File: config.mk
export PLATFORM = sky130hd
export DESIGN_NAME = fcf_sqrt
export DESIGN_NICKNAME = d
export VERILOG_FILES = /design/src/design/fcf_sqrt.sv
export SDC_FILE = /design/constraint.sdc
export NUM_CORES = 2
export LEC_CHECK = 0
export BUFFER_PORTS_ARGS = -buffer_cell sky130_fd_sc_hd__buf_2
export CAP_MARGIN = 20
export CORE_ASPECT_RATIO = 0.75
export CORE_UTILIZATION = 49
export DETAILED_ROUTE_END_ITERATION = 8
export GPL_ROUTABILITY_DRIVEN = 0
export GPL_TIMING_DRIVEN = 0
export PLACE_DENSITY_LB_ADDON = 0.2
export SYNTH_ARGS = -nofsm -noshare
export SYNTH_HDL_FRONTEND = slang
export SYNTH_SLANG_ARGS = --single-unit
File: constraint.sdc
create_clock -name clk -period 3.3 [get_ports clk]
set_input_delay 0.165 -clock clk [delete_from_list [all_inputs] [get_ports clk]]
set_output_delay 0.165 -clock clk [all_outputs]
set_load 0.05 [all_outputs]
File: src/design/fcf_sqrt.sv
// ----------------------------------------------------------------------------
// fcf_sqrt
// pipelined integer square root, one result bit per stage, with sideband
// ----------------------------------------------------------------------------
module fcf_sqrt #(
  parameter int RW = 22,
  parameter int PW = 8
) (
  input  logic            clk,
  input  logic            rst,
  input  logic            in_valid,
  input  logic [2*RW-1:0] x,
  input  logic [PW-1:0]   in_pay,
  output logic            out_valid,
  output logic [RW-1:0]   root,
  output logic [PW-1:0]   out_pay
);

  localparam int XW = 2 * RW;

  logic          v   [RW+1];
  logic [XW-1:0] rem [RW+1];
  logic [XW-1:0] res [RW+1];
  logic [PW-1:0] pay [RW+1];

  assign v[0]   = in_valid;
  assign rem[0] = x;
  assign res[0] = '0;
  assign pay[0] = in_pay;

  for (genvar s = 0; s < RW; s++) begin : g_stage
    localparam int J = RW - 1 - s;
    logic [XW:0] trial;
    logic        ge;

    always_comb begin
      trial = {1'b0, res[s]} + ((XW+1)'(1) << (2 * J));
      ge    = {1'b0, rem[s]} >= trial;
    end

    always_ff @(posedge clk) begin
      if (rst) begin
        v[s+1] <= 1'b0;
      end else begin
        v[s+1] <= v[s];
      end
      pay[s+1] <= pay[s];
      if (ge) begin
        rem[s+1] <= XW'({1'b0, rem[s]} - trial);
        res[s+1] <= (res[s] >> 1) + (XW'(1) << (2 * J));
      end else begin
        rem[s+1] <= rem[s];
        res[s+1] <= res[s] >> 1;
      end
    end
  end

  assign out_valid = v[RW];
  assign root      = res[RW][RW-1:0];
  assign out_pay   = pay[RW];

endmodule

==> reports/metrics.cfg <==
[power_and_ir_drop]
peakVddDrop_mv = 0.542
power_density_mw_per_mm2 = 911
leakage_uw = 0.0255

[logic_synthesis]
ys_ff_latch = 1375
synth-async-reset-ratio_pct = 0
netlist.area_leader.share_pct = 56.9
syn_nets = 4949
yosysWarnings = 0
synth_edf_count = 0
synth_area_sq_mm = 0.0483
yosysTopAreaCell = dfxtp_1
synth_seq_area_share_pct = 56.9
synthCells = 4623
ys.flop_type = dfxtp_1
ys_types = 86
yosysMostFrequentCell = dfxtp_1
yosys-top-cells-area = dfxtp_1 57%, ha_1 7.0%, xnor2_1 4.0%
avgSynthCellArea_sq_um = 10.5
synthTopCellsByCount = 1375 x dfxtp_1, 330 x inv_1, 278 x nor2_1

[sta]
setup_slack_ps = -154
rsz0062_at_grt = yes
fin_crit_ps = 3450
hold_viol = 0
fin_crit_sh_pct = 105
slew_headroom_pct = 29.5
finalSetupViolCount = 25
worstMarginPinSlew_ps = 1050
finClkSkew_ps = 20.1
slew_viol_final = 0
fmax_mhz = 290
holdWs_ps = 55.4

[critical_path]
cp.arrival_ps = 4090
slowest_delay_ps = 670
crit_family = simple AND/OR/NAND/NOR gates
reg2reg_slack_ps = -150
critPathKind = reg -> reg
rr_startpoint = rem[236]
timing.rr.end = rem[195]
crit_buf_inv = 2
r2r_cells = 10
crit_chain = ha_4 -> nand4_1 -> nor4_2 -> nand4b_1 -> or4_4 -> and4_4 -> o211ai_1 -> buf_4 -> buf_12 -> mux2_4
path_max_fanout = 7
worst_setup_path_end_kind = flop
critical_path_required_ps = 3940
start_kind = flop
worst_path_max_delay_cell = or4_4

[min_path]
hold_start = x[33]
holdPathStages = 2
hold_class = in -> reg
holdPathEnd = rem[957]

[grt]
grt-ovfl-total = 0
grt_pass1_wl_mm = 180
grt_antenna_before_repair = 2
grt_usage_pct = 23.2
grt_max_degree = 18
grt_pass1_vias = 31800

[final_layout]
final_util_pct = 58.6
drive_above_1_share_pct = 11.3
syn_to_final_growth_pct = 18.2
layout.nets = 5297

[detailed_routing]
wl_mm = 117
dr_total_vias = 34200
drtAntennaViolNets = 0
top_layer = met4
drc_errors = 0
met2WireLength_mm = 37.9
wl_per_cell_um = 18.3
met1_length_mm = 63.4
first_iter_violations = 3240
via_per_inst = 5.34
drt_first_pass_iters = 5
wl_met3_mm = 13.8

[placed_design]
hpwl_mm = 86.2
place.port_buffers = 85

[clock_tree]
cts_sinks = 1375
tritoncts = yes
cts_made_buffers = 131
path_clk_slew_ps = 60
clock_latency_ps = 760
cts.path.max_buffers = 3
htree_levels = 4
cts-root-buf = clkbuf_16

[floorplan]
die_y_um = 274
core_area_sq_mm = 0.0975
dieArea_sq_mm = 0.0999
io_pins = 86
row_count = 99
fp.dieW_um = 365
initial_utilization_pct = 49.6

[flow_run]
maxCapViolCount = 0

[run_status]
status = finished, violations left
violations = setup timing

per-stage QoR:
stage | cell area (sq um) | power [uW] | std cells | TNS (ps) | setup WS (ps)
floorplan | 48300 | 32200 | 4623 | 0 | 552
global placement | 50400 | 35700 | 6021 | -140560 | -1680
detailed placement | 50500 | 36000 | 6028 | -90110 | -1160
CTS | 56300 | 51600 | 6377 | 0 | 1.70
global route | 57100 | 54900 | 6392 | -3890 | -205
finish | 57100 | 52100 | 6395 | -1910 | -154
what timing repair did:
| action | CTS | global route |
|---|---|---|
| hold buffers | 102 | 0 |
| gates resized for setup | 76 | 166 |
| setup endpoints to repair | 267 | 274 |
| pin swaps | 9 | 26 |
| setup buffers | 8 | 14 |
| hold endpoints to repair | 75 | 0 |
| cloned | 0 | 2 |
sequential cells by signal, indices dropped and copies added, names as in the netlist:
| signal | flops |
|---|---|
| pay | 168 |
| out_valid | 1 |
| v | 21 |
| res | 231 |
| out_pay | 8 |
| rem | 924 |
| root | 22 |
metal layers:
layer	vias up	global-route usage (%)
met5	-	0
met4	0	6.09
met3	130	9.03
met2	1107	25.9
met1	16200	38.5
li1	16700	-
kinds of logic (layout without fill, tap and decap cells):
kind of cell,after synthesis,in the layout,synth area share (%)
AOI/OAI and AO/OA,802,802,10.4
xor gates and xnor gates,393,393,7.12
adders and majority gates,271,271,7.01
buffers and inverters,420,876,3.37
DFF,1375,1375,56.9
muxes,41,41,0.937
other,0,3,0
and+or+nand+nor,1321,1321,14.2
where the power goes:
| group | leakage [uW] | internal, uW | switching (uW) |
|---|---|---|---|
| Clock | 0.00213 | 8600 | 6580 |
| Combinational | 0.0118 | 6020 | 8030 |
| Sequential | 0.0115 | 20100 | 2700 |
| Total | 0.0255 | 34700 | 17300 |
cells in the final DEF, fill, tap and decap left out, types with 17 or more instances in the layout:
cell type and instances:
clkbuf_16 134, or4_1 30, xor2_1 170, inv_1 328, dlygate4sd3_1 102, buf_4 31
buf_2 100, nor3_1 115, o31ai_1 24, mux2_2 28, a21oi_1 235, clkbuf_1 66
nor2b_1 74, nor2_1 264, nor4_1 120, o21ai_0 170, a31oi_1 24, clkbuf_8 25
clkinv_2 17, ha_1 263, o21a_1 50, a21o_1 73, nand4b_1 17, a211oi_1 17
or3_1 40, nand3_1 92, xnor2_1 222, nand4_1 64, o21ai_1 29, nand2b_1 63
dfxtp_1 1371, nand2_1 272
final cells by class:
| cell class | count | area (sq um) |
|---|---|---|
| fillers | 8198 | 40400 |
| clock buffers | 183 | 3720 |
| inverters | 332 | 1250 |
| clock inverters | 58 | 682 |
| well taps | 1313 | 1640 |
| multi-input cells | 2828 | 20000 |
| repair buffers | 220 | 1760 |
| plain buffers | 83 | 475 |
| flip-flops and latches | 1375 | 27500 |
| diodes | 3 | 7.51 |
worst max path at each step:
stage | from | to | depth (start not counted)
2_1_floorplan | res[237] | rem[192] | 12
3_3_place_gp | rem[655] | rem[610] | 9
3_5_place_dp | res[289] | rem[245] | 10
4_1_cts | res[466] | rem[422] | 10
5_1_grt | rem[236] | rem[195] | 10
6_report | rem[236] | rem[195] | 10
Note: power is estimated with default switching activity, not from simulation.
