### src/design/fcf_div.sv
// ----------------------------------------------------------------------------
// fcf_div
// pipelined unsigned restoring divider, one quotient bit per stage
// ----------------------------------------------------------------------------
module fcf_div #(
  parameter int NW = 32,
  parameter int DW = 8,
  parameter int QW = 8,
  parameter int PW = 8
) (
  input  logic          clk,
  input  logic          rst,
  input  logic          in_valid,
  input  logic [NW-1:0] num,
  input  logic [DW-1:0] den,
  input  logic [PW-1:0] in_pay,
  output logic          out_valid,
  output logic [QW-1:0] quo,
  output logic [PW-1:0] out_pay
);

  // quotient must fit in QW bits
  localparam int TW = NW + DW + QW;

  logic          v   [QW+1];
  logic [NW-1:0] rem [QW+1];
  logic [DW-1:0] dn  [QW+1];
  logic [QW-1:0] q   [QW+1];
  logic [PW-1:0] pay [QW+1];

  assign v[0]   = in_valid;
  assign rem[0] = num;
  assign dn[0]  = den;
  assign q[0]   = '0;
  assign pay[0] = in_pay;

  for (genvar s = 0; s < QW; s++) begin : g_stage
    localparam int K = QW - 1 - s;
    logic [TW-1:0] shifted;
    logic          ge;

    always_comb begin
      shifted = TW'(dn[s]) << K;
      ge      = TW'(rem[s]) >= shifted;
    end

    always_ff @(posedge clk) begin
      if (rst) begin
        v[s+1] <= 1'b0;
      end else begin
        v[s+1] <= v[s];
      end
      dn[s+1]  <= dn[s];
      pay[s+1] <= pay[s];
      if (ge) begin
        rem[s+1] <= NW'(TW'(rem[s]) - shifted);
        q[s+1]   <= q[s] | (QW'(1) << K);
      end else begin
        rem[s+1] <= rem[s];
        q[s+1]   <= q[s];
      end
    end
  end

  assign out_valid = v[QW];
  assign quo       = q[QW];
  assign out_pay   = pay[QW];

endmodule

### config.mk
export PLATFORM = sky130hd
export DESIGN_NAME = fcf_div
export DESIGN_NICKNAME = d
export VERILOG_FILES = /design/src/design/fcf_div.sv
export SDC_FILE = /design/constraint.sdc
export NUM_CORES = 1
export LEC_CHECK = 0
export BUFFER_PORTS_ARGS = -buffer_cell sky130_fd_sc_hd__buf_4
export CAP_MARGIN = 20
export CORE_AREA = 2 2 190 136
export CTS_BUF_LIST = sky130_fd_sc_hd__clkbuf_2 sky130_fd_sc_hd__clkbuf_4 sky130_fd_sc_hd__clkbuf_8
export CTS_CLUSTER_DIAMETER = 150
export DETAILED_ROUTE_END_ITERATION = 8
export DIE_AREA = 0 0 192 138
export GPL_TIMING_DRIVEN = 0
export PLACE_DENSITY_LB_ADDON = 0.1
export SYNTH_ARGS = -nofsm -noshare
export SYNTH_HDL_FRONTEND = slang
export SYNTH_SLANG_ARGS = --single-unit
### constraint.sdc
create_clock -name clk -period 4.3 [get_ports clk]
set_input_delay 0.86 -clock clk [delete_from_list [all_inputs] [get_ports clk]]
set_output_delay 0.86 -clock clk [all_outputs]
set_load 0.05 [all_outputs]
==> run metrics, run 1 <==
Synth Flop Type=dfxtp_1; CP startpoint kind=flip-flop; TritonCTS clock tree=yes; Routed WL per cell=roughly 15 um; slowest stage cell, crit path=or4b_2; Synth top cells by count=dfxtp_1 (388), xnor2_1 (96), nand2_1 (90), nor2_1 (84), inv_1 (83); worst hold path depth=0; Final Hold Viols=0; area added between synthesis and finish=14.78%; initial antenna violation count=0; clock transition time at the flip-flop clock pins of the worst setup and hold paths=about 60 ps; VDD IR max=347.3 uV; Total Routing Usage GR=0.2157; Core Region=25010 um^2; syn_area_per_cell=10.40 um^2; Worst EP required=roughly 4800 ps; Slew Limit Fails=0; Slew headroom=0.2269; top-count cell post-synth=dfxtp_1; Routed Antenna Nets=0; TritonCTS Buffers=56; H-tree depth=2; r2r worst-path depth=10; CP Buf/Inv Count=3; Overflow after GRT=0; fraction of layout cells with a size suffix above 1=0.1379; Clock Latency Late Sink=600 ps; Post-route DRC=0; row count=49; max cap viols=0; hpwl dp=approximately 21000 um; RSZ-0062 raised after global routing=no; die height=approximately 140 um; Clock Path Buffers=3; P_leak=between 6 and 7 nW; setup tns final=0 ps; post-cts hold buffer count=0; Pwr Density=591.2 nW/um^2; Gate Count Post-Synth=1384; Peak Freq=between 200 and 300 MHz; Via Count=~10000; routability cong.=a little over 0.9; Setup Viol. Count Final=0; min cycle time layout=3364 ps; share of the synthesized area in the top cell type=0.5394; die area=26500 um^2; worst path cell trace=inv_1 -> ha_1 -> or4b_2 -> nor4_1 -> nor4b_1 -> and2b_1 -> inv_1 -> clkbuf_1 -> nor2_1 -> a21oi_1; Top delay family on crit path=simple AND/OR/NAND/NOR gates; CTS Sinks=roughly 390; largest area contributor in the netlist=dfxtp_1; Critical Path Most Common Cell=inv_1; DRT iter0 DRCs=around 600; die width=between 150 and 200 um; Synth area leaders=dfxtp_1 (54%), xnor2_1 (5.8%), ha_1 (5.6%); Yosys warnings=0; final layout net count=roughly 1600; Pre-antenna DRT Iters=5; number of synthesized flops with an enable pin=0; ys async rst share=0; I/O Buffers=67; WP data arrival=roughly 3900 ps; CTS resizes=0; critical path capture point type=flip-flop; number of global-route vias before repair=approximately 9400; sequential share of the synthesized area=0.5394; period utilization=0.7822; Setup Fix Bufs, Post-CTS=0; Worst Max-Slew Pin Slew=about 1100 ps; I/O pin cnt=68; Diodes inserted=0; critical path's largest stage delay=640 ps; Worst Hold Class=reg -> reg; Via density=5.277; Starting Density=0.5757; maximum net fanout on the critical path=10; outcome=completed; largest net degree at the start of global routing=15; Synth Cell Area=between 10000 and 15000 um^2; overall routed net length=about 28000 um; Yosys reg bits=between 300 and 400; Synthesized Nets=1506; Levels on crit path=10; R2R setup slack=940 ps; first-pass GRT wire length=46370 um; number of distinct library cells after synthesis=69; CP Class=reg -> reg; clk_skew=28.61 ps; Finished Core Util=0.6608; root buf cell=clkbuf_8
[layer usage]
| layer | up-vias | global-route usage | share of wire |
|---|---|---|---|
| li1 | 5018 | - | - |
| met1 | 4638 | 0.3372 | 0.52 |
| met2 | 237 | 0.3013 | 0.40 |
| met3 | 43 | 0.04367 | 0.064 |
| met4 | 0 | 0.05504 | 0.016 |
| met5 | - | 0 | 0 |
[where the power goes]
group,leakage (nW),internal [W],switching [W]
registers,3.26,0.00418,0.000386
clock network,0.644,0.00171,0.00133
logic,3.08,0.00100,0.00116
total,6.98,0.00689,0.00288
[per-stage QoR]
| stage | cell area [um^2] | std cells | hold WS (ps) | total power (W) | setup WS, ps |
|---|---|---|---|---|---|
| after floorplan | 14400 | 1384 | 309.6 | 0.006213 | 1284 |
| after global placement | 15320 | 1782 | 309.5 | 0.006702 | 645.0 |
| after detailed placement | 15320 | 1783 | 312.1 | 0.006767 | 703.8 |
| after CTS | 16530 | 1883 | 310.0 | 0.009858 | 1090 |
| after global routing | 16530 | 1883 | 312.9 | 0.01037 | 837.1 |
| final | 16530 | 1883 | 302.2 | 0.009772 | 936.5 |
[worst paths after layout]
check,end,start
worst max-delay path,rem[137]$_DFF_P_,rem[164]$_DFF_P_
worst min-delay path,pay[9]$_DFF_P_,pay[17]$_DFF_P_
worst max register to register,rem[137]$_DFF_P_,rem[164]$_DFF_P_
worst min register to register,pay[9]$_DFF_P_,pay[17]$_DFF_P_
[cell families after synthesis]
family,Yosys count,share of synthesized area
compound gates,183,0.08115
xor+xnor,165,0.1004
fa+ha+maj,71,0.06534
buf+inv,118,0.03580
flops,388,0.5394
mux,12,0.009558
simple gates,447,0.1684
[state kept, by name, indices dropped and copies added, names as in the netlist]
signal	cells
out_pay	8
quo	8
v	7
q	28
pay	56
out_valid	1
dn	56
rem	224
[layout by cell type, fill, tap and decap left out, types with 21 or more instances in the layout]
master,count
dfxtp_1,388
xnor2_1,96
nand2_1,90
nor2_1,84
buf_4,84
inv_1,83
clkbuf_8,70
xor2_1,69
ha_1,64
o21ai_0,55
nor3_1,47
a21oi_1,47
nor4_1,39
nor2b_1,30
nand3_1,28
nand2b_1,25
nand4_1,21
[area by class of cell]
cell class / instances / area (um^2)
flip-flops and latches: 388 / 7767
fillers: 2057 / 8486
plain buffers: 34 / 200.2
clock inverters: 15 / 130.1
inverters: 84 / 315.3
well taps: 331 / 414.1
multi-input cells: 878 / 6117
clock buffers: 85 / 1076
repair buffers: 68 / 508.0
[worst reg2reg max path: cells and delay by family, from the launching register on]
family / cells / cell delay [ps]
and+or+nand+nor: 5 / 1860
DFF: 1 / 330
buffers and inverters: 3 / 710
adders and majority gates: 1 / 280
AOI/OAI and AO/OA: 1 / 140
No activity file was read; power rests on OpenSTA's default activity.
==> run 2, diff against run 1 <==
--- a/config.mk
+++ b/config.mk
@@ -7,11 +7,11 @@
 export LEC_CHECK = 0
 export BUFFER_PORTS_ARGS = -buffer_cell sky130_fd_sc_hd__buf_4
 export CAP_MARGIN = 20
-export CORE_AREA = 2 2 190 136
+export CORE_AREA = 2 2 193 138
 export CTS_BUF_LIST = sky130_fd_sc_hd__clkbuf_2 sky130_fd_sc_hd__clkbuf_4 sky130_fd_sc_hd__clkbuf_8
 export CTS_CLUSTER_DIAMETER = 150
 export DETAILED_ROUTE_END_ITERATION = 8
-export DIE_AREA = 0 0 192 138
+export DIE_AREA = 0 0 195 140
 export GPL_TIMING_DRIVEN = 0
 export PLACE_DENSITY_LB_ADDON = 0.1
 export SYNTH_ARGS = -nofsm -noshare
==> constraint.sdc (replaced) <==
create_clock -name clk -period 2.9 [get_ports clk]
set_input_delay 0.58 -clock clk [delete_from_list [all_inputs] [get_ports clk]]
set_output_delay 0.58 -clock clk [all_outputs]
set_load 0.05 [all_outputs]
==> run 2 against run 1 <==
Compared with the run above: first-iteration DRC count decreased by 9.6%; utilization decreased by 0.19 points; final area increased by 1.2%; sequential share of layout area decreased by 0.54 points; count of clock-buffer cells in the layout decreased by 8; non-clock buffer count increased by 6.
==> run metrics, run 2 (synthesized netlist as in run 1, its figures left out) <==
outcome=completed; routability cong.=approximately 0.93; fraction of layout cells with a size suffix above 1=0.1634; commonest non-fill, non-tap cell in the layout=dfxtp_1; min cycle time layout=about 2800 ps; clk_skew=approximately 15 ps; clock transition time at the flip-flop clock pins of the worst setup and hold paths=approximately 60 ps; Clock Path Buffers=3; overall routed net length=about 28000 um; WP data arrival=between 3000 and 4000 ps; I/O pin cnt=68; die area=around 27000 um^2; Largest regs=rem (224), dn (56), pay (56); Overflow after GRT=0; first-pass GRT wire length=46660 um; hpwl dp=about 21000 um; combinational power share=0.235; Sw Share=0.3022; I/O Buffers=between 60 and 70; Final Hold Viols=0; most frequent cells in the layout=dfxtp_1 (388), xnor2_1 (96), buf_4 (91); number of global-route vias before repair=9412; Routed WL per cell=roughly 15 um; VDD IR max=just under 600 uV; row count=between 40 and 50; final layout net count=approximately 1600; CP startpoint kind=flip-flop; Worst Max-Slew Pin Slew=888.9 ps; CP Buf/Inv Count=1; die height=140 um; CTS Sinks=388; TritonCTS Buffers=54; period utilization=0.9636; max reg flops=224; die width=195 um; Diodes inserted=0; Flop pwr share=0.480; maximum net fanout on the critical path=5; Slew headroom=0.4009; Pwr Density=between 800 and 900 nW/um^2; Starting Density=0.5673; Pre-antenna DRT Iters=5; DRT iter0 DRCs=around 540; root buf cell=clkbuf_8; Clock Latency Late Sink=slightly below 600 ps; Slew Limit Fails=0; internal power=0.009879 W; Peak Freq=357.8 MHz; P_leak=around 7.0 nW; Finished Core Util=0.6588; Critical Path Most Common Cell=nor4_4; CP Class=reg -> reg; Top delay family on crit path=simple AND/OR/NAND/NOR gates; max cap viols=0; RSZ-0062 raised after global routing=yes; initial antenna violation count=0; critical path's largest stage delay=between 400 and 500 ps; Via Count=~10000; area added between synthesis and finish=16.13%; slowest stage cell, crit path=nor4_4; Setup Viol. Count Final=0; Routed Antenna Nets=0; # fillers=~2100; Worst EP required=3360 ps; Worst Hold Class=in -> reg; Largest Register=rem; largest net degree at the start of global routing=14; critical path capture point type=flip-flop; Core Region=about 25000 um^2; Sw Pwr=0.004279 W; setup tns final=0 ps; Total Routing Usage GR=0.2110; H-tree depth=2; TritonCTS clock tree=yes; Post-route DRC=0; worst path cell trace=inv_1 -> ha_1 -> nand3_1 -> nor4_4 -> or4_4 -> nor4_4 -> or3_4 -> or4_1 -> xnor2_1; Via density=approximately 5.3; clock power share=0.285
[run 2: cell count changes in the layout (fill, tap and decap cells not counted), sizes merged]
cell and change:
clkinv +1, buf +7, clkbuf -9, clkinvlp -1
bufinv -2
[run 2: layout make-up]
type / count / area [um^2] / share of cell area
inverters: 84 / 317.8 / 0.01900
flip-flops and latches: 388 / 7767 / 0.4645
plain buffers: 33 / 201.4 / 0.01205
clock buffers: 77 / 965.9 / 0.05776
repair buffers: 75 / 575.6 / 0.03442
well taps: 331 / 414.1 / 0.02477
multi-input cells: 878 / 6409 / 0.3832
clock inverters: 13 / 71.32 / 0.004265
[run 2: routing by layer]
layer	part of all wire	wire (um)	global-route usage	vias to the layer above
met4	0.015	433	0.05705	0
met2	0.40	11240	0.2976	202
met1	0.53	15120	0.3267	4655
li1	-	-	-	5020
met3	0.053	1510	0.04118	37
met5	0	0	0	-
[run 2: worst paths after layout]
check	from	slack, ps	end	depth (start not counted)
worst min register to register	q[39]$_DFF_P_	320	q[31]$_DFF_P_	0
worst max register to register	dn[30]$_DFF_P_	110	rem[83]$_DFF_P_	9
worst max-delay path	dn[30]$_DFF_P_	110	rem[83]$_DFF_P_	9
worst min-delay path	in_pay[3]	100	pay[59]$_DFF_P_	1
[run 2: repair_timing]
action	4_1_cts	5_1_grt
endpoints found under the setup margin	79	96
hold buffers	0	0
resized for setup	19	43
buffers inserted	4	4
pin swaps	3	6
[run 2: power groups by stage]
| stage | Sequential [W] | Combinational [W] | Clock [W] |
|---|---|---|---|
| after detailed placement | 0.00687 | 0.00315 | 0 |
| after floorplan | 0.00670 | 0.00251 | 0 |
| after CTS | 0.00677 | 0.00322 | 0.00418 |
| after global routing | 0.00690 | 0.00372 | 0.00439 |
| after global placement | 0.00686 | 0.00308 | 0 |
| final | 0.00680 | 0.00333 | 0.00403 |
[run 2: stage by stage]
stage          total power (W)  worst slack (ps)  area (um^2)  hold WS, ps  instances
2_1_floorplan         0.009212             157.4        14400        309.6       1384
3_3_place_gp          0.009940            -581.9        15320        309.7       1782
3_5_place_dp           0.01002            -504.2        15320        312.1       1782
4_1_cts                0.01416             6.889        16480        49.06       1876
5_1_grt                0.01501            -13.09        16720        53.20       1879
6_report               0.01416             105.5        16720        95.08       1879
[run 2: worst register-to-register path, cell delays in order (launching register included)]
cell     delay (ps)
dfxtp_1         340
inv_1            50
ha_1            330
nand3_1         250
nor4_4          450
or4_4           220
nor4_4           40
or3_4           420
or4_1           420
xnor2_1         140
==> run 3, diff against run 2 <==
--- a/config.mk
+++ b/config.mk
@@ -14,6 +14,7 @@
 export DIE_AREA = 0 0 195 140
 export GPL_TIMING_DRIVEN = 0
 export PLACE_DENSITY_LB_ADDON = 0.1
+export RECOVER_POWER = 50
 export SYNTH_ARGS = -nofsm -noshare
 export SYNTH_HDL_FRONTEND = slang
 export SYNTH_SLANG_ARGS = --single-unit
==> run 3 against run 2 <==
Compared with the run above: count of clock-buffer cells in the layout is the same; largest cell class unchanged; cell count is the same; final area is 0.52% lower; combinational power about the same; fmax up 0.14%; largest power group unchanged; setup slack gained 4.0 ps; critical endpoint is now rem[49]$_DFF_P_.
==> run metrics, run 3 (synthesized netlist as in run 1, its figures left out) <==
Pre-antenna DRT Iters=5; maximum net fanout on the critical path=6; Worst EP required=~3400 ps; Overflow after GRT=0; row count=49; outcome=completed; Starting Density=0.5673; critical path capture point type=flip-flop; number of global-route vias before repair=between 9000 and 10000; Reg area=~7800 um^2; Pwr Density=850.5 nW/um^2; Setup Viol. Count Final=0; Clock Path Buffers=3; setup tns final=0 ps; Routed Antenna Nets=0; largest net degree at the start of global routing=14; die width=roughly 200 um; CP Class=reg -> reg; H-tree depth=2; Largest regs=rem (224), dn (56), pay (56); first-pass GRT wire length=about 47000 um; overall routed net length=28240 um; initial antenna violation count=0; max cap viols=0; Post-route DRC=0; Sw Share=0.3024; min cycle time layout=around 2800 ps; Slew headroom=0.4113; root buf cell=clkbuf_8; most frequent cells in the layout=dfxtp_1 (388), xnor2_1 (96), nand2_1 (90); # fillers=about 2100; I/O Buffers=67; TritonCTS clock tree=yes; TritonCTS Buffers=54; Peak Freq=approximately 360 MHz; Diodes inserted=0; I/O pin cnt=68; DRT iter0 DRCs=between 400 and 500; Core Region=between 20000 and 30000 um^2; RSZ-0062 raised after global routing=yes; Worst Hold Class=in -> reg; routability cong.=a little over 0.9; internal power=roughly 0.0099 W; total power=about 0.014 W; Slew Limit Fails=0; Via Count=9922; P_leak=between 6 and 7 nW; Total Routing Usage GR=0.2110; period utilization=0.9622; hpwl dp=~21000 um; final layout net count=1636; die area=27300 um^2; Worst Max-Slew Pin Slew=873.5 ps; placed cells=about 1800; Largest Register=rem; WP data arrival=about 3200 ps; Final Non-Filler Cells=about 1900; Via density=roughly 5.3; footprint of the multi-input gates=between 6000 and 7000 um^2; combinational power share=0.234; clk_skew=~16 ps; fraction of layout cells with a size suffix above 1=0.1486; clock transition time at the flip-flop clock pins of the worst setup and hold paths=about 60 ps; area added between synthesis and finish=15.53%; CP startpoint kind=flip-flop; Sw Pwr=0.004279 W; Final Hold Viols=0; commonest non-fill, non-tap cell in the layout=dfxtp_1; Flop pwr share=0.480; max reg flops=between 200 and 250; CTS Sinks=388; Routed WL per cell=around 15 um; VDD IR max=around 580 uV; clock power share=0.285; Clock Latency Late Sink=around 590 ps; die height=approximately 140 um
[run 3: changes by cell type in the layout (fill, tap and decap cells not counted)]
cell | previous run | this run
buf_4 | 91 | 53
clkbuf_4 | 15 | 30
clkbuf_1 | 10 | 33
[run 3: final cells by class]
class | count | share of cell area
Sequential cell | 388 | 0.4669
Multi-Input combinational cell | 878 | 0.3852
Clock buffer | 77 | 0.05806
Timing Repair Buffer | 75 | 0.02941
Tap cell | 331 | 0.02489
Inverter | 84 | 0.01910
Buffer | 33 | 0.01211
Clock inverter | 13 | 0.004287
[run 3: per-stage QoR]
step | util | hold WS, ps | area [um^2] | setup WS, ps
detailed placement | 0.6038 | 312.1 | 15320 | -504.2
CTS | 0.6494 | 49.06 | 16480 | 6.889
floorplan | - | 309.6 | 14400 | 157.4
finish | 0.6554 | 115.6 | 16640 | 109.5
global placement | 0.6035 | 309.7 | 15320 | -581.9
global route | 0.6554 | 75.19 | 16640 | -13.09
[run 3: critical path: stages, from the launching register on]
cell	delay [ps]
dfxtp_1	340
inv_1	50
ha_1	330
and4b_1	240
a31oi_2	360
nand4_1	340
or3_1	430
nand3_1	310
nor4_1	110
xor2_1	150
[run 3: power by group through the flow]
stage / Sequential, W / Combinational, W / Clock, W
CTS: 0.00677 / 0.00322 / 0.00418
global route: 0.00690 / 0.00371 / 0.00439
global placement: 0.00686 / 0.00308 / 0
floorplan: 0.00670 / 0.00251 / 0
detailed placement: 0.00687 / 0.00315 / 0
finish: 0.00680 / 0.00332 / 0.00403
[run 3: final timing paths]
| check | startpoint | endpoint | slack (ps) | cells after the start |
|---|---|---|---|---|
| setup / recovery | dn[19]$_DFF_P_ | rem[49]$_DFF_P_ | 110 | 9 |
| hold / removal | in_pay[3] | pay[59]$_DFF_P_ | 120 | 1 |
| setup reg to reg | dn[19]$_DFF_P_ | rem[49]$_DFF_P_ | 110 | 9 |
| hold reg to reg | q[27]$_SDFF_PP1_ | q[19]$_DFF_P_ | 320 | 0 |
[run 3: repair_timing]
item | in CTS | in global routing
hold buffers | 0 | 0
setup endpoints to repair | 79 | 96
endpoints found under the hold margin | 0 | 0
pin swaps | 3 | 6
buffers inserted | 4 | 4
gates resized for setup | 19 | 43
[run 3: layer usage]
metal	GRT usage	wire length [um]	vias to the layer above
li1	-	-	5021
met1	0.3267	15090	4653
met2	0.2976	11170	211
met3	0.04118	1551	37
met4	0.05705	433	0
met5	0	0	-
